File: config.mk
export PLATFORM = sky130hd
export DESIGN_NAME = string_literal_token_scanner
export DESIGN_NICKNAME = d
export VERILOG_FILES = /design/src/rtl/sls_pkg.sv /design/src/rtl/sls_step.sv /design/src/rtl/string_literal_token_scanner.sv
export SDC_FILE = /design/constraint.sdc
export NUM_CORES = 1
export LEC_CHECK = 0
export BUFFER_PORTS_ARGS = -buffer_cell sky130_fd_sc_hd__buf_2
export CAP_MARGIN = 20
export CORE_MARGIN = 2
export CORE_UTILIZATION = 33
export DETAILED_ROUTE_END_ITERATION = 8
export GPL_TIMING_DRIVEN = 0
export PLACE_DENSITY = 0.49
export SKIP_LAST_GASP = 1
export SYNTH_ARGS = -nofsm -noshare
export SYNTH_HDL_FRONTEND = slang
export SYNTH_SLANG_ARGS = --single-unit
File: constraint.sdc
create_clock -name clk_i -period 3.2 [get_ports clk_i]
set_clock_uncertainty 0.05 [all_clocks]
set_input_delay 0.16 -clock clk_i [delete_from_list [all_inputs] [get_ports clk_i]]
set_output_delay 0.16 -clock clk_i [all_outputs]
set_load 0.02 [all_outputs]
File: src/rtl/sls_pkg.sv
// ----------------------------------------------------------------------------
// sls_pkg
// Types, codes and character classes shared by the string literal scanner.
// ----------------------------------------------------------------------------
package sls_pkg;

  // input item of the scanner
  typedef struct packed {
    logic        command;
    logic [4:0]  valid_mask;
    logic [20:0] char_code;
    logic        at_eof;
  } in_t;

  // result item of the scanner
  typedef struct packed {
    logic       advance;
    logic       end_mark;
    logic       done_res;
    logic       accepted;
    logic [2:0] token_kind;
  } out_t;

  // command codes
  localparam logic CMD_NEXT  = 1'b0;
  localparam logic CMD_BEGIN = 1'b1;

  // scan phase codes
  localparam logic [3:0] PH_IDLE      = 4'd0;
  localparam logic [3:0] PH_RAW_OPEN  = 4'd1;
  localparam logic [3:0] PH_RAW_BODY  = 4'd2;
  localparam logic [3:0] PH_RAW_CLOSE = 4'd3;
  localparam logic [3:0] PH_RAW_TAIL  = 4'd4;
  localparam logic [3:0] PH_PLAIN     = 4'd5;
  localparam logic [3:0] PH_ESC_SEL   = 4'd6;
  localparam logic [3:0] PH_ESC_HEX   = 4'd7;

  // token kinds
  localparam logic [2:0] KIND_RAW_START   = 3'd0;
  localparam logic [2:0] KIND_RAW_CONTENT = 3'd1;
  localparam logic [2:0] KIND_RAW_END     = 3'd2;
  localparam logic [2:0] KIND_QUOTED      = 3'd3;
  localparam logic [2:0] KIND_ESCAPE      = 3'd4;

  // valid_mask bit positions
  localparam int unsigned MASK_RAW_START   = 0;
  localparam int unsigned MASK_RAW_CONTENT = 1;
  localparam int unsigned MASK_RAW_END     = 2;
  localparam int unsigned MASK_QUOTED      = 3;
  localparam int unsigned MASK_ESCAPE      = 4;

  // characters
  localparam logic [20:0] CH_QUOTE = 21'h22;
  localparam logic [20:0] CH_HASH  = 21'h23;
  localparam logic [20:0] CH_BSL   = 21'h5C;
  localparam logic [20:0] CH_SLASH = 21'h2F;
  localparam logic [20:0] CH_ZERO  = 21'h30;
  localparam logic [20:0] CH_NINE  = 21'h39;
  localparam logic [20:0] CH_UA    = 21'h41;
  localparam logic [20:0] CH_UF    = 21'h46;
  localparam logic [20:0] CH_LA    = 21'h61;
  localparam logic [20:0] CH_LF    = 21'h66;
  localparam logic [20:0] CH_LB    = 21'h62;
  localparam logic [20:0] CH_LN    = 21'h6E;
  localparam logic [20:0] CH_LR    = 21'h72;
  localparam logic [20:0] CH_LT    = 21'h74;
  localparam logic [20:0] CH_LX    = 21'h78;
  localparam logic [20:0] CH_LU    = 21'h75;
  localparam logic [20:0] CH_UU    = 21'h55;
  localparam logic [20:0] CH_TAB   = 21'h09;
  localparam logic [20:0] CH_VT    = 21'h0B;
  localparam logic [20:0] CH_US    = 21'h1F;
  localparam logic [20:0] CH_DEL   = 21'h7F;

  // hex digit counts per escape form
  localparam logic [3:0] HEX_LEN_X  = 4'd2;
  localparam logic [3:0] HEX_LEN_LU = 4'd4;
  localparam logic [3:0] HEX_LEN_UU = 4'd8;

  // control characters, the newline excepted
  function automatic logic is_ctrl(input logic [20:0] c);
    return (c <= CH_TAB) || ((c >= CH_VT) && (c <= CH_US)) || (c == CH_DEL);
  endfunction

  function automatic logic is_hex(input logic [20:0] c);
    return ((c >= CH_ZERO) && (c <= CH_NINE)) || ((c >= CH_UA) && (c <= CH_UF)) ||
           ((c >= CH_LA) && (c <= CH_LF));
  endfunction

  function automatic logic is_single_escape(input logic [20:0] c);
    return (c == CH_QUOTE) || (c == CH_BSL) || (c == CH_SLASH) || (c == CH_LB) ||
           (c == CH_LF) || (c == CH_LN) || (c == CH_LR) || (c == CH_LT) ||
           (c == CH_ZERO);
  endfunction

endpackage

File: src/rtl/sls_step.sv
// ----------------------------------------------------------------------------
// sls_step
// Scan state registers and the combinational transition that turns one
// lookahead character into one result.
// ----------------------------------------------------------------------------
module sls_step (
  input  logic          clk_i,
  input  logic          rst_ni,
  input  logic          step_en_i,
  input  sls_pkg::in_t  item_i,
  output sls_pkg::out_t res_o
);

  logic [3:0] phase_q, phase_d;
  logic [7:0] open_hash_q, open_hash_d;
  logic [7:0] hash_prog_q, hash_prog_d;
  logic [3:0] hex_left_q, hex_left_d;

  logic [20:0] c;
  logic        eof;
  logic        is_quote, is_hash, is_bsl, ctrl;

  // raw content character outcome, shared by several paths
  sls_pkg::out_t body_res;
  logic [3:0]    body_phase;
  logic          body_clr_prog;

  // raw opening outcome with a given hash count
  logic [7:0]    open_prog;
  logic [7:0]    prog_inc;
  logic [7:0]    open_inc;
  logic [3:0]    hex_dec;

  assign c        = item_i.char_code;
  assign eof      = item_i.at_eof;
  assign is_quote = (c == sls_pkg::CH_QUOTE);
  assign is_hash  = (c == sls_pkg::CH_HASH);
  assign is_bsl   = (c == sls_pkg::CH_BSL);
  assign ctrl     = sls_pkg::is_ctrl(c);
  assign prog_inc = hash_prog_q + 8'd1;
  assign hex_dec  = hex_left_q - 4'd1;

  // opening hash count restarts on a begin
  assign open_prog = (item_i.command == sls_pkg::CMD_BEGIN) ? 8'd0 : hash_prog_q;
  assign open_inc  = open_prog + 8'd1;

  // raw content character
  always_comb begin
    body_res      = '0;
    body_phase    = sls_pkg::PH_IDLE;
    body_clr_prog = 1'b0;
    body_res.token_kind = sls_pkg::KIND_RAW_CONTENT;
    if (eof || (!is_quote && ctrl)) begin
      body_res.done_res = 1'b1;
    end else if (is_quote) begin
      body_res.advance  = 1'b1;
      body_res.end_mark = 1'b1;
      if (open_hash_q == 8'd0) begin
        body_res.done_res = 1'b1;
        body_res.accepted = 1'b1;
      end else begin
        body_clr_prog = 1'b1;
        body_phase    = sls_pkg::PH_RAW_CLOSE;
      end
    end else begin
      body_res.advance = 1'b1;
      body_phase       = sls_pkg::PH_RAW_BODY;
    end
  end

  // next state and result
  always_comb begin
    phase_d     = phase_q;
    open_hash_d = open_hash_q;
    hash_prog_d = hash_prog_q;
    hex_left_d  = hex_left_q;
    res_o       = '0;

    if (item_i.command == sls_pkg::CMD_BEGIN) begin
      priority if (item_i.valid_mask[sls_pkg::MASK_RAW_START]) begin
        res_o.token_kind = sls_pkg::KIND_RAW_START;
        hash_prog_d      = 8'd0;
        if (is_hash) begin
          hash_prog_d   = open_inc;
          phase_d       = sls_pkg::PH_RAW_OPEN;
          res_o.advance = 1'b1;
        end else if (is_quote) begin
          open_hash_d    = open_prog;
          phase_d        = sls_pkg::PH_IDLE;
          res_o.advance  = 1'b1;
          res_o.done_res = 1'b1;
          res_o.accepted = 1'b1;
        end else begin
          phase_d        = sls_pkg::PH_IDLE;
          res_o.done_res = 1'b1;
        end
      end else if (item_i.valid_mask[sls_pkg::MASK_RAW_CONTENT]) begin
        res_o   = body_res;
        phase_d = body_phase;
        if (body_clr_prog) begin
          hash_prog_d = 8'd0;
        end
      end else if (item_i.valid_mask[sls_pkg::MASK_RAW_END] && is_quote) begin
        res_o.token_kind = sls_pkg::KIND_RAW_END;
        res_o.advance    = 1'b1;
        if (open_hash_q == 8'd0) begin
          phase_d        = sls_pkg::PH_IDLE;
          res_o.done_res = 1'b1;
          res_o.accepted = 1'b1;
        end else begin
          hash_prog_d = 8'd0;
          phase_d     = sls_pkg::PH_RAW_TAIL;
        end
      end else if (item_i.valid_mask[sls_pkg::MASK_QUOTED] &&
                   item_i.valid_mask[sls_pkg::MASK_ESCAPE]) begin
        if (is_quote || ctrl) begin
          phase_d          = sls_pkg::PH_IDLE;
          res_o.done_res   = 1'b1;
          res_o.token_kind = sls_pkg::KIND_QUOTED;
        end else if (is_bsl) begin
          phase_d          = sls_pkg::PH_ESC_SEL;
          res_o.advance    = 1'b1;
          res_o.token_kind = sls_pkg::KIND_ESCAPE;
        end else begin
          phase_d          = sls_pkg::PH_PLAIN;
          res_o.advance    = 1'b1;
          res_o.token_kind = sls_pkg::KIND_QUOTED;
        end
      end else begin
        phase_d          = sls_pkg::PH_IDLE;
        res_o.done_res   = 1'b1;
        res_o.token_kind = sls_pkg::KIND_RAW_START;
      end
    end else begin
      unique case (phase_q)
        sls_pkg::PH_RAW_OPEN: begin
          res_o.token_kind = sls_pkg::KIND_RAW_START;
          if (is_hash) begin
            hash_prog_d   = open_inc;
            res_o.advance = 1'b1;
          end else if (is_quote) begin
            open_hash_d    = open_prog;
            phase_d        = sls_pkg::PH_IDLE;
            res_o.advance  = 1'b1;
            res_o.done_res = 1'b1;
            res_o.accepted = 1'b1;
          end else begin
            phase_d        = sls_pkg::PH_IDLE;
            res_o.done_res = 1'b1;
          end
        end
        sls_pkg::PH_RAW_BODY: begin
          res_o   = body_res;
          phase_d = body_phase;
          if (body_clr_prog) begin
            hash_prog_d = 8'd0;
          end
        end
        sls_pkg::PH_RAW_CLOSE: begin
          if (is_hash && (hash_prog_q < open_hash_q)) begin
            hash_prog_d      = prog_inc;
            res_o.advance    = 1'b1;
            res_o.token_kind = sls_pkg::KIND_RAW_CONTENT;
            if (prog_inc == open_hash_q) begin
              phase_d        = sls_pkg::PH_IDLE;
              res_o.done_res = 1'b1;
              res_o.accepted = 1'b1;
            end
          end else begin
            // a short hash run falls back to content
            res_o   = body_res;
            phase_d = body_phase;
            if (body_clr_prog) begin
              hash_prog_d = 8'd0;
            end
          end
        end
        sls_pkg::PH_RAW_TAIL: begin
          res_o.token_kind = sls_pkg::KIND_RAW_END;
          if (is_hash) begin
            hash_prog_d   = prog_inc;
            res_o.advance = 1'b1;
            if (prog_inc == open_hash_q) begin
              phase_d        = sls_pkg::PH_IDLE;
              res_o.done_res = 1'b1;
              res_o.accepted = 1'b1;
            end
          end else begin
            phase_d        = sls_pkg::PH_IDLE;
            res_o.done_res = 1'b1;
          end
        end
        sls_pkg::PH_PLAIN: begin
          res_o.token_kind = sls_pkg::KIND_QUOTED;
          if (is_quote || is_bsl || ctrl) begin
            phase_d        = sls_pkg::PH_IDLE;
            res_o.done_res = 1'b1;
            res_o.accepted = 1'b1;
          end else begin
            res_o.advance = 1'b1;
          end
        end
        sls_pkg::PH_ESC_SEL: begin
          res_o.token_kind = sls_pkg::KIND_ESCAPE;
          if ((c == sls_pkg::CH_LX) || (c == sls_pkg::CH_LU) || (c == sls_pkg::CH_UU)) begin
            hex_left_d    = (c == sls_pkg::CH_LX) ? sls_pkg::HEX_LEN_X :
                            ((c == sls_pkg::CH_LU) ? sls_pkg::HEX_LEN_LU : sls_pkg::HEX_LEN_UU);
            phase_d       = sls_pkg::PH_ESC_HEX;
            res_o.advance = 1'b1;
          end else if (sls_pkg::is_single_escape(c)) begin
            phase_d        = sls_pkg::PH_IDLE;
            res_o.advance  = 1'b1;
            res_o.done_res = 1'b1;
            res_o.accepted = 1'b1;
          end else begin
            phase_d        = sls_pkg::PH_IDLE;
            res_o.done_res = 1'b1;
          end
        end
        sls_pkg::PH_ESC_HEX: begin
          res_o.token_kind = sls_pkg::KIND_ESCAPE;
          if (!sls_pkg::is_hex(c)) begin
            phase_d        = sls_pkg::PH_IDLE;
            res_o.done_res = 1'b1;
          end else begin
            hex_left_d    = hex_dec;
            res_o.advance = 1'b1;
            if (hex_dec == 4'd0) begin
              phase_d        = sls_pkg::PH_IDLE;
              res_o.done_res = 1'b1;
              res_o.accepted = 1'b1;
            end
          end
        end
        default: begin
          // idle or unused code: report a failed scan
          phase_d          = sls_pkg::PH_IDLE;
          res_o.done_res   = 1'b1;
          res_o.token_kind = sls_pkg::KIND_RAW_START;
        end
      endcase
    end
  end

  // scan state, updated once per transfer into the result register
  always_ff @(posedge clk_i or negedge rst_ni) begin
    if (!rst_ni) begin
      phase_q     <= sls_pkg::PH_IDLE;
      open_hash_q <= 8'd0;
      hash_prog_q <= 8'd0;
      hex_left_q  <= 4'd0;
    end else if (step_en_i) begin
      phase_q     <= phase_d;
      open_hash_q <= open_hash_d;
      hash_prog_q <= hash_prog_d;
      hex_left_q  <= hex_left_d;
    end
  end

endmodule

File: src/rtl/string_literal_token_scanner.sv
// ----------------------------------------------------------------------------
// string_literal_token_scanner
// Character-at-a-time scanner for raw and quoted string literal tokens.
// ----------------------------------------------------------------------------
// The scanner takes one lookahead character per cycle while it is not stalled
// and returns exactly one result for each one, in order. An accepted character
// is held in an input register; once the output register is free the scan
// transition works on it and the result lands in the output register. Throughput
// is one character per cycle while the output is not stalled, as the scan state
// registers update once per step. The input side keeps taking characters while
// a result waits, and stalls only when both the input and the output registers
// are full and the output is stalled.
module string_literal_token_scanner (
  input  logic          clk_i,
  input  logic          rst_ni,
  input  logic          in_valid_i,
  output logic          in_stall_o,
  input  sls_pkg::in_t  in_data_i,
  output logic          out_valid_o,
  input  logic          out_stall_i,
  output sls_pkg::out_t out_data_o
);

  logic          in_valid_q;
  sls_pkg::in_t  in_q;
  logic          out_valid_q;
  sls_pkg::out_t out_q;
  sls_pkg::out_t res;
  logic          out_free;
  logic          step_en;
  logic          in_take;

  // pipeline flow control
  assign out_free   = !out_valid_q || !out_stall_i;
  assign step_en    = in_valid_q && out_free;
  assign in_stall_o = in_valid_q && !out_free;
  assign in_take    = in_valid_i && !in_stall_o;

  // scan transition and state
  sls_step u_step (
    .clk_i     (clk_i),
    .rst_ni    (rst_ni),
    .step_en_i (step_en),
    .item_i    (in_q),
    .res_o     (res)
  );

  // input register valid
  always_ff @(posedge clk_i or negedge rst_ni) begin
    if (!rst_ni) begin
      in_valid_q <= 1'b0;
    end else if (in_take) begin
      in_valid_q <= 1'b1;
    end else if (step_en) begin
      in_valid_q <= 1'b0;
    end
  end

  // input register payload
  always_ff @(posedge clk_i) begin
    if (in_take) begin
      in_q <= in_data_i;
    end
  end

  // output register valid
  always_ff @(posedge clk_i or negedge rst_ni) begin
    if (!rst_ni) begin
      out_valid_q <= 1'b0;
    end else if (out_free) begin
      out_valid_q <= step_en;
    end
  end

  // output register payload
  always_ff @(posedge clk_i) begin
    if (step_en) begin
      out_q <= res;
    end
  end

  assign out_valid_o = out_valid_q;
  assign out_data_o  = out_q;

endmodule

# After elaboration in Yosys (flattened, before gate mapping)
# Cells that the tools add are included.
# word_totals
output_inout_bits	9
inputBits	32
register_bits	61
word_cells	201
# classes
mux	95
n_addsub	3
magnitude_cmp	10
n_eq_ne	32
bitwise_logic	1
n_reduce_logical	45
# op_table
op	n
== test 21 x 7 -> 1 bit (second input constant)	10
2-to-1 mux 8 bit	16
== test 21 x 6 -> 1 bit (second input constant)	4
2-to-1 mux 4 bit	19
greater-or-equal comparator 21 x 7 -> 1 bit (second input constant)	2
<= comparator 21 x 7 -> 1 bit (second input constant)	2
2-to-1 mux 1 bit	32
case mux 8 bit (4 select lines)	1
case mux 4 bit (7 select lines)	1
greater-or-equal comparator 21 x 4 -> 1 bit (second input constant)	1
greater-or-equal comparator 21 x 6 -> 1 bit (second input constant)	1
<= comparator 21 x 4 -> 1 bit (second input constant)	1
<= comparator 21 x 5 -> 1 bit (second input constant)	1
<= comparator 21 x 6 -> 1 bit (second input constant)	1
2-to-1 mux 3 bit	7
case mux 1 bit (7 select lines)	3
logical OR 1 bit	18
2-to-1 mux 2 bit	9
adder 8 x 1 -> 8 bit (second input constant)	2
== test 4 x 3 -> 1 bit (second input constant)	4
2-to-1 mux 5 bit	3
case mux 3 bit (5 select lines)	1
logical AND 1 bit	11
!= test 3 x 2 -> 1 bit (second input constant)	3
24 further kinds	33

# Logic depth before layout (Yosys ltp)
# Gate-level depths: netlist of the first run.
# depth
ltp_word	13
ltp_mapped	11
ltp_nobuf	9

# Hierarchy
# From an unflattened synthesis of the first run, not the netlist that was laid out.
# hier_totals
hier_cells	441
hier_area_um2	4120.2
# by_module_without_submodules
module	area_per_inst_um2	instances	cells_each
sls_step	2976.6	1	398
string_literal_token_scanner	1143.6	1	43

# Worst setup path after synthesis of the first run
# Ideal clock, no wire load.
# synth_path
kind	register -> register
startpoint	register u_step.hash_prog_q[0]
endpoint	register out_q (netlist bit out_data_o[3]) (data pin)
required_time_ns	2.970
stages_incl_launch_ff	9
setup_ns	0.180
arrival_ns	2.258
slack_ns	0.712
synth_period_minus_slack_ns	2.488
cell_sequence	dfrtp_1 -> ha_1 -> xor3_1 -> nor3_1 -> o2111ai_1 -> or3_1 -> nor4_1 -> o21ai_0 -> a221oi_1
# synth_lines
item	line	rtl
start, declared	sls_step.sv:16	logic [7:0] hash_prog_q, hash_prog_d;
start signal, assigned	sls_step.sv:255	hash_prog_q <= hash_prog_d;
end signal, assigned	string_literal_token_scanner.sv:78	out_q <= res;
end, declared	string_literal_token_scanner.sv:27	sls_pkg::out_t out_q;

==> impl_metrics.json, run 1 <==
{
  "fmax_ghz": 0.320,
  "cts.htree.levels": 3,
  "seq_area_sq_um": 1700,
  "vdd_ir_drop_max_uv": 290,
  "ys_types": 69,
  "synth-compound-area-share_pct": 19.9,
  "finalSetupViolations": 0,
  "path_class": "reg2reg",
  "fp.dieW_microns": 113,
  "ant_nets": 0,
  "fin_ws_ns": 0.0713,
  "synth_most_common_cell": "nor2_1",
  "layout-area-overhead-vs-synth_pct": 27.6,
  "holdWs_ns": 0.0254,
  "crit_end": "out_data_o[3]",
  "cp_cell_sequence": "ha_1 > xor3_1 > nor3_1 > o2111ai_1 > or3_1 > nor4_2 > nor2_1 > a221oi_1",
  "worstPathRequired_ns": 3.25,
  "synthCells": 410,
  "cts_max_path_buffers": 2,
  "drtPass1Iterations": 5,
  "via_per_inst": 5.68,
  "critPathLaunchType": "register",
  "status": "completed",
  "dpl_cell_area_sq_um": 4360,
  "cp.arrival_ns": 3.18,
  "cp_slowest_stage_delay_ns": 0.52,
  "async_reset_ff_share_pct": 42.6,
  "grt-ovfl-total": 0,
  "r2r_start": "u_step.hash_prog_q[0]",
  "io_buffers": 40,
  "synthAdderAreaFrac_pct": 3.80,
  "cts_buffers": 9,
  "cts-root-buf": "clkbuf_16",
  "synth-edff-count": 35,
  "cpMaxStageDelayCell": "dfrtp_1",
  "fin_util_pct": 43.6,
  "grt_max_degree": 27,
  "hp-class": "in2reg",
  "cts.sinks": 61,
  "max_slew.worst_pin.slew_ns": 0.729,
  "pre_cts_slack_ns": 0.0304,
  "synth-seq-cells": 61,
  "cp.depth": 8,
  "initial_core_util_pct": 34.2,
  "grt_pass1_wl_mm": 18.1,
  "wirelength_mm": 11.2,
  "crit_family": "simple AND/OR/NAND/NOR gates",
  "yosys.area.top_type": "edfxtp_1",
  "startpoint": "u_step.hash_prog_q[0]",
  "final_area_sq_um": 5040,
  "relSlewSlack_pct": 50.8,
  "wl_per_cell_microns": 17.5,
  "yosys.area.top_type_share_pct": 26.6,
  "synth_top_family_by_area": "simple AND/OR/NAND/NOR gates",
  "clkTransAtPathRegs_ns": 0.05,
  "ys_warn_count": 0,
  "synth_area_leaders": "edfxtp_1 27%, dfrtp_1 16%, ha_1 3.8%",
  "cp_max_fo": 8,
  "num_antenna_cells": 0,
  "ioPinCount": 41,
  "vias": 3633,
  "antenna_found_initial": 0,
  "slew_viol_final": 0,
  "ff2ff_setup_slack_ns": 0.07,
  "avgSynthCellArea_sq_um": 9.63,
  "hold_viol_final": 0,
  "r2r-end": "out_data_o[3]",
  "reg2regPathDepth": 8,
  "synth_ff_type": "edfxtp_1",
  "post-route-period-util_pct": 97.8,
  "grt_usage_pct": 18.3,
  "p_per_area_nw_per_um2": 509,
  "p_leak_nw": 1.99,
  "die_area_sq_um": 12900,
  "worst-path-buf-inv": 0,
  "drc": 0,
  "multi_input_area_sq_um": 2120,
  "cts_tree": "yes",
  "grt_pass1_vias": 3444,
  "core_sq_um": 11600,
  "synthMuxAreaShare_pct": 0.507,
  "netlist_top_cells_count": "36 x nor2_1, 35 x edfxtp_1, 26 x a21oi_1, 26 x dfrtp_1, 25 x nand2_1",
  "synthXorXnorAreaFrac_pct": 5.07,
  "nets": 536,
  "detailed_place_hpwl_mm": 8.10,
  "clock_latency_ns": 0.34,
  "ys_seq_area_share_pct": 43.1,
  "syn_nets": 454,
  "row_count": 39,
  "rsz0062_at_grt": "false",
  "fp.dieH_microns": 113,
  "layout-drive-gt1-share_pct": 16.3,
  "netlist_area_sq_um": 3950,
  "place.gp.congestion": 0.890,
  "num-fill-cells": 1120,
  "drt_iter0_markers": 206,
  "endpoint_kind": "register",
  "yosys.area_share.simple_pct": 23.4,
  "fin_tns_setup_ns": 0,
  "min_period_ns": 3.13,
  "cap_violations": 0
}
-- how the worst min path moves through the flow --
stage / cells past startpoint / slack (ns) / startpoint / endpoint
6_report: 3 / 0.03 / out_stall_i / out_valid_o
5_1_grt: 3 / 0.03 / out_stall_i / out_valid_o
4_1_cts: 3 / 0.01 / out_stall_i / out_valid_o
3_5_place_dp: 1 / 0.16 / rst_ni / u_step.hash_prog_q[1]
3_3_place_gp: 1 / 0.16 / rst_ni / u_step.hash_prog_q[1]
2_1_floorplan: 0 / -0.19 / rst_ni / in_valid_q
-- worst min-delay path: stages --
cell and delay, ns:
buf_2 0.09, nand2_1 0.06, nand2b_1 0.07
-- final cells by class --
class | count | area share, %
Clock inverter | 7 | 2.26
Tap cell | 143 | 3.55
Buffer | 20 | 1.66
Multi-Input combinational cell | 307 | 42.1
Sequential cell | 61 | 33.8
Inverter | 22 | 1.64
Timing Repair Buffer | 71 | 10.5
Clock buffer | 9 | 4.47
-- cell usage in the layout, fill, tap and decap left out, types with 9 or more instances in the layout --
master / netlist / routed
nand3_1: 18 / 18
ha_1: 12 / 12
edfxtp_1: 35 / 35
dlygate4sd3_1: 0 / 30
xnor2_1: 9 / 9
inv_1: 22 / 22
nor3_1: 15 / 15
dfrtp_1: 26 / 25
a22o_1: 10 / 10
clkbuf_1: 12 / 12
buf_2: 7 / 47
a31oi_1: 10 / 9
a21oi_1: 26 / 25
o21ai_0: 18 / 18
nand2_1: 25 / 25
clkbuf_16: 0 / 9
nor2_1: 36 / 35
-- logic make-up after synthesis --
| kind of cell | count (synthesis) |
|---|---|
| simple gates | 161 |
| mux | 2 |
| fa+ha+maj | 12 |
| buf+inv | 42 |
| flops | 61 |
| xor+xnor | 18 |
| compound gates | 114 |
-- registers in the layout, indices dropped and copies added (netlist names) --
signal              count
out_data_o              7
u_step.hex_left_q       4
in_q                   28
u_step.open_hash_q      8
u_step.phase_q          4
out_valid_o             1
u_step.hash_prog_q      8
in_valid_q              1
-- stage by stage --
stage | power (mW) | std cells
4_1_cts | 2.59 | 640
3_3_place_gp | 1.42 | 593
3_5_place_dp | 1.43 | 594
5_1_grt | 2.69 | 640
6_report | 2.56 | 640
2_1_floorplan | 1.28 | 410
-- report_power, final --
part           switching [mW]  internal, mW
clock network           0.352         0.756
logic                   0.287         0.216
registers              0.0545         0.898
-- metal layers --
layer | share of wire, % | vias to the layer above | global-route usage, % | routed length (microns)
met5 | 0 | - | 0 | 0
met4 | 2.1 | 0 | 6.26 | 240
met3 | 5.3 | 19 | 5.31 | 595
met2 | 46 | 108 | 28.0 | 5200
met1 | 46 | 1776 | 24.9 | 5160
li1 | - | 1730 | - | -
-- what timing repair did --
item | 4_1_cts | 5_1_grt
endpoints found under the hold margin | 55 | 0
setup buffers | 0 | 0
gates resized for setup | 1 | 7
hold buffers | 30 | 0
setup endpoints to repair | 1 | 10
(Power assumes the default switching activity.)
==> inputs of run 2 (changes only) <==
Settings changed: CORE_ASPECT_RATIO set to 0.7.
==> run 2 against run 1 <==
Net effect: sequential share of layout area up 0.093 points; worst hold slack better by 0.0024 ns; critical path depth stayed put; critical endpoint is now u_step.hash_prog_q[5]; utilization down 0.57 points.
==> impl_metrics.json, run 2 (same netlist as run 1, synthesis figures left out) <==
{
  "seq_power_share_pct": 37.7,
  "relSlewSlack_pct": 48.6,
  "min_period_ns": 3.06,
  "max_slew.worst_pin.slew_ns": 0.768,
  "layout_common_cells": "47 x buf_2, 36 x nor2_1, 35 x edfxtp_1, 30 x dlygate4sd3_1, 26 x a21oi_1",
  "grt_pass1_wl_mm": 18.7,
  "layout-drive-gt1-share_pct": 15.9,
  "hold_start": "out_stall_i",
  "reg2regPathDepth": 8,
  "drt_iter0_markers": 305,
  "post-route-period-util_pct": 95.5,
  "cts_buffers": 9,
  "cp.arrival_ns": 3.26,
  "worstHoldEndpoint": "out_valid_o",
  "fp.dieW_microns": 135,
  "grt_usage_pct": 18.9,
  "wl_per_cell_microns": 17.3,
  "status": "completed",
  "ant_nets": 0,
  "r2r_start": "in_q[7]",
  "layout-area-overhead-vs-synth_pct": 27.2,
  "fmax_ghz": 0.327,
  "row_count": 33,
  "slew_viol_final": 0,
  "grt-ovfl-total": 0,
  "grt_max_degree": 27,
  "worstPathRequired_ns": 3.40,
  "clkTransAtPathRegs_ns": 0.06,
  "clock_latency_ns": 0.33,
  "finalSetupViolations": 0,
  "final_common_cell": "buf_2",
  "cts_max_path_buffers": 2,
  "die_area_sq_um": 12900,
  "rsz0062_at_grt": "false",
  "initial_core_util_pct": 33.8,
  "top_register": "in_q",
  "critPathLaunchType": "register",
  "grt_pass1_vias": 3401,
  "ff2ff_setup_slack_ns": 0.14,
  "nets": 536,
  "detailed_place_hpwl_mm": 8.07,
  "cts.htree.levels": 3,
  "post_cts_buffers": 0,
  "reg.largest.list": "in_q (28), u_step.hash_prog_q (8), u_step.open_hash_q (8)",
  "core_sq_um": 11700,
  "cts_tree": "yes",
  "antenna_found_initial": 0,
  "cts.sinks": 61,
  "p_per_area_nw_per_um2": 503,
  "fin_tns_setup_ns": 0,
  "vias": 3571,
  "path_class": "reg2reg",
  "num-fill-cells": 1140,
  "place.gp.congestion": 0.895,
  "fp.dieH_microns": 95.5,
  "vdd_ir_drop_max_uv": 272,
  "drtPass1Iterations": 5,
  "io_buffers": 40,
  "r2r-end": "u_step.hash_prog_q[5]",
  "ioPinCount": 41,
  "cap_violations": 0,
  "combPwrFrac_pct": 19.9,
  "drc": 0,
  "p_leak_nw": 1.98,
  "hp-class": "in2reg",
  "switchingPower_uw": 719,
  "cp_max_fo": 10,
  "switching_share_pct": 28.5,
  "hold_viol_final": 0,
  "via_per_inst": 5.46,
  "clkPwrFrac_pct": 42.4,
  "internal-power_mw": 1.81,
  "num_antenna_cells": 0,
  "largest_reg_flops": 28,
  "cts-root-buf": "clkbuf_16",
  "power_mw": 2.53,
  "wirelength_mm": 11.3,
  "hold_depth": 3,
  "endpoint_kind": "register"
}
-- run 2: layout make-up --
| class | count | area [sq um] | area share, % |
|---|---|---|---|
| clock buffers | 9 | 225 | 4.48 |
| well taps | 157 | 196 | 3.91 |
| multi-input cells | 307 | 2100 | 41.8 |
| inverters | 22 | 82.6 | 1.64 |
| flip-flops and latches | 61 | 1700 | 33.9 |
| repair buffers | 71 | 528 | 10.5 |
| clock inverters | 7 | 104 | 2.07 |
| plain buffers | 20 | 83.8 | 1.67 |
-- run 2: worst max path at each step --
stage	slack, ns	endpoint	start	cells after the start
2_1_floorplan	0.71	out_data_o[3]	u_step.hash_prog_q[0]	8
3_3_place_gp	0.03	out_data_o[3]	u_step.hash_prog_q[1]	8
3_5_place_dp	0.13	out_data_o[3]	u_step.hash_prog_q[1]	8
4_1_cts	0.10	out_data_o[3]	u_step.hash_prog_q[1]	8
5_1_grt	0.006	u_step.hash_prog_q[6]	u_step.hash_prog_q[0]	9
6_report	0.14	u_step.hash_prog_q[5]	in_q[7]	8
-- run 2: metal layers --
| layer | vias up | global-route usage, % | part of all wire [%] |
|---|---|---|---|
| met1 | 1700 | 29.1 | 51 |
| met4 | 0 | 4.47 | 1.1 |
| met2 | 132 | 25.6 | 40 |
| met3 | 12 | 5.26 | 8.1 |
| met5 | - | 0 | 0 |
| li1 | 1727 | - | - |
-- run 2: worst max-delay path: stages, from the launching register on --
cell	delay [ns]
edfxtp_1	0.36
clkbuf_1	0.21
nor3b_1	0.34
nand3_1	0.25
o41ai_1	0.52
o21ai_0	0.27
a211o_1	0.39
or3_1	0.41
o2bb2ai_1	0.18
-- run 2: repair_timing --
action	4_1_cts	5_1_grt
resized for setup	0	5
hold buffers	30	0
endpoints found under the hold margin	55	0
endpoints found under the setup margin	0	6
-- run 2: power groups by stage --
stage	sequential [mW]	combinational, mW	clock, mW
3_5_place_dp	0.966	0.463	0
2_1_floorplan	0.957	0.320	0
6_report	0.952	0.502	1.07
3_3_place_gp	0.968	0.455	0
4_1_cts	0.952	0.493	1.10
5_1_grt	0.962	0.556	1.14
-- run 2: metrics by stage --
| stage | area [sq um] | utilization (%) | hold slack (ns) | worst slack [ns] | std cells |
|---|---|---|---|---|---|
| detailed placement | 4370 | 37.4 | 0.202 | 0.135 | 608 |
| CTS | 5000 | 42.8 | 0.0175 | 0.100 | 654 |
| finish | 5020 | 43.0 | 0.0278 | 0.143 | 654 |
| global placement | 4350 | 37.2 | 0.190 | 0.0274 | 607 |
| floorplan | 3950 | - | -0.186 | 0.712 | 410 |
| global route | 5020 | 43.0 | 0.0379 | 0.00580 | 654 |
==> inputs of run 3 (changes only) <==
Settings changed: GPL_TIMING_DRIVEN 0 to 1.
==> run 3 against run 2 <==
Net effect: die area did not move; clock-buffer cell count did not move; sequential power rose by 2.9%; worst setup slack improved by 0.18 ns; non-clock buffer count fell by 9; sequential share of layout area rose by 0.58 points; largest power group is now sequential cells; highest routed layer unchanged.
==> impl_metrics.json, run 3 (same netlist as run 1, synthesis figures left out) <==
{
  "grt_max_degree": 29,
  "fp.dieW_microns": 135,
  "cp_max_fo": 13,
  "cts.htree.levels": 3,
  "max_slew.worst_pin.slew_ns": 0.667,
  "cts_buffers": 9,
  "fin_util_pct": 42.3,
  "worst-path-buf-inv": 0,
  "core_sq_um": 11700,
  "ff2ff_setup_slack_ns": 0.32,
  "clkTransAtPathRegs_ns": 0.05,
  "drtPass1Iterations": 6,
  "reg2regPathDepth": 7,
  "vias": 3560,
  "p_leak_nw": 1.94,
  "cpMaxStageDelayCell": "or3b_2",
  "crit_family": "compound AO/OA/AOI/OAI gates",
  "largest_reg_flops": 28,
  "hp-class": "in2reg",
  "top_register": "in_q",
  "grt_pass1_vias": 3366,
  "cts_max_path_buffers": 2,
  "worstPathRequired_ns": 3.21,
  "io_buffers": 40,
  "relSlewSlack_pct": 55.5,
  "final_common_cell": "buf_2",
  "fmax_ghz": 0.348,
  "cts.sinks": 61,
  "grt-ovfl-total": 0,
  "cp_cell_sequence": "or3b_2 > o21ai_0 > a21oi_1 > o311ai_0 > nand3_1 > o21ai_0 > a221oi_1",
  "ant_nets": 0,
  "stdcell_count": 645,
  "vdd_ir_drop_max_uv": 290,
  "endpoint_kind": "register",
  "grt_pass1_wl_mm": 18.0,
  "finalSetupViolations": 0,
  "worstHoldEndpoint": "out_valid_o",
  "hold_viol_final": 0,
  "r2r_start": "in_q[1]",
  "antenna_found_initial": 0,
  "place.gp.congestion": 0.913,
  "rsz0062_at_grt": "false",
  "nets": 527,
  "status": "completed",
  "fin_tns_setup_ns": 0,
  "wl_per_cell_microns": 17.2,
  "post_cts_buffers": 0,
  "ioPinCount": 41,
  "final_area_sq_um": 4940,
  "layout-area-overhead-vs-synth_pct": 25.0,
  "dpl_cell_area_sq_um": 4350,
  "critPathLaunchType": "register",
  "p_per_area_nw_per_um2": 472,
  "fp.dieH_microns": 95.5,
  "detailed_place_hpwl_mm": 8.08,
  "cts-root-buf": "clkbuf_16",
  "clock_latency_ns": 0.33,
  "layout_common_cells": "40 x buf_2, 36 x nor2_1, 35 x edfxtp_1, 30 x dlygate4sd3_1",
  "cts_tree": "yes",
  "r2r-end": "out_data_o[3]",
  "drc": 0,
  "slew_viol_final": 0,
  "startpoint": "in_q[1]",
  "row_count": 33,
  "num_antenna_cells": 0,
  "cp.arrival_ns": 2.89,
  "hold_start": "out_stall_i",
  "grt_usage_pct": 18.4,
  "hold_depth": 3,
  "layout-drive-gt1-share_pct": 16.6,
  "wirelength_mm": 11.1,
  "path_class": "reg2reg",
  "cap_violations": 0,
  "cp_slowest_stage_delay_ns": 0.58,
  "initial_core_util_pct": 33.8,
  "reg.largest.list": "in_q (28), u_step.hash_prog_q (8), u_step.open_hash_q (8)",
  "post-route-period-util_pct": 89.9,
  "min_period_ns": 2.88,
  "crit_top_cell": "o21ai_0",
  "drt_iter0_markers": 287,
  "die_area_sq_um": 12900,
  "via_per_inst": 5.52,
  "dp_cells": 599
}
run 3: through the flow:
step / setup slack, ns / total power, mW / hold WS [ns]
3_5_place_dp: 0.293 / 1.42 / 0.195
4_1_cts: 0.269 / 2.34 / 0.0307
6_report: 0.323 / 2.33 / 0.0438
3_3_place_gp: 0.213 / 1.42 / 0.196
2_1_floorplan: 0.712 / 1.28 / -0.186
5_1_grt: 0.0756 / 2.45 / 0.0445
run 3: worst max-delay path by stage:
stage               endpoint  cells after the start
2_1_floorplan  out_data_o[3]                      8
6_report       out_data_o[3]                      7
4_1_cts        out_data_o[3]                      8
3_3_place_gp   out_data_o[3]                      8
5_1_grt        out_data_o[3]                      7
3_5_place_dp   out_data_o[3]                      8
run 3: worst min-delay path: cells and delay by family:
kind	cells	cell delay [ns]
AND/OR/NAND/NOR	2	0.13
buffers and inverters	1	0.09
run 3: layer usage:
layer	vias up	GRT usage, %	wire [microns]
met3	13	5.21	1010
met4	0	5.53	150
met5	-	0	0
met1	1676	28.2	5730
li1	1704	-	-
met2	167	24.7	4180
run 3: layout make-up:
type	instances	area, sq um
Multi-Input combinational cell	307	2090
Clock inverter	7	50.0
Inverter	22	82.6
Fill cell	1127	6750
Clock buffer	9	225
Tap cell	157	196
Timing Repair Buffer	82	591
Sequential cell	61	1700
run 3: repair_timing:
item / 4_1_cts / 5_1_grt
gates resized for setup: 0 / 2
hold buffers: 30 / 0
setup endpoints to repair: 0 / 1
hold endpoints to repair: 55 / 0
run 3: power breakdown:
part,switching (mW),internal (mW)
Clock,0.362,0.525
Combinational,0.245,0.216
Sequential,0.0827,0.897
Total,0.690,1.64
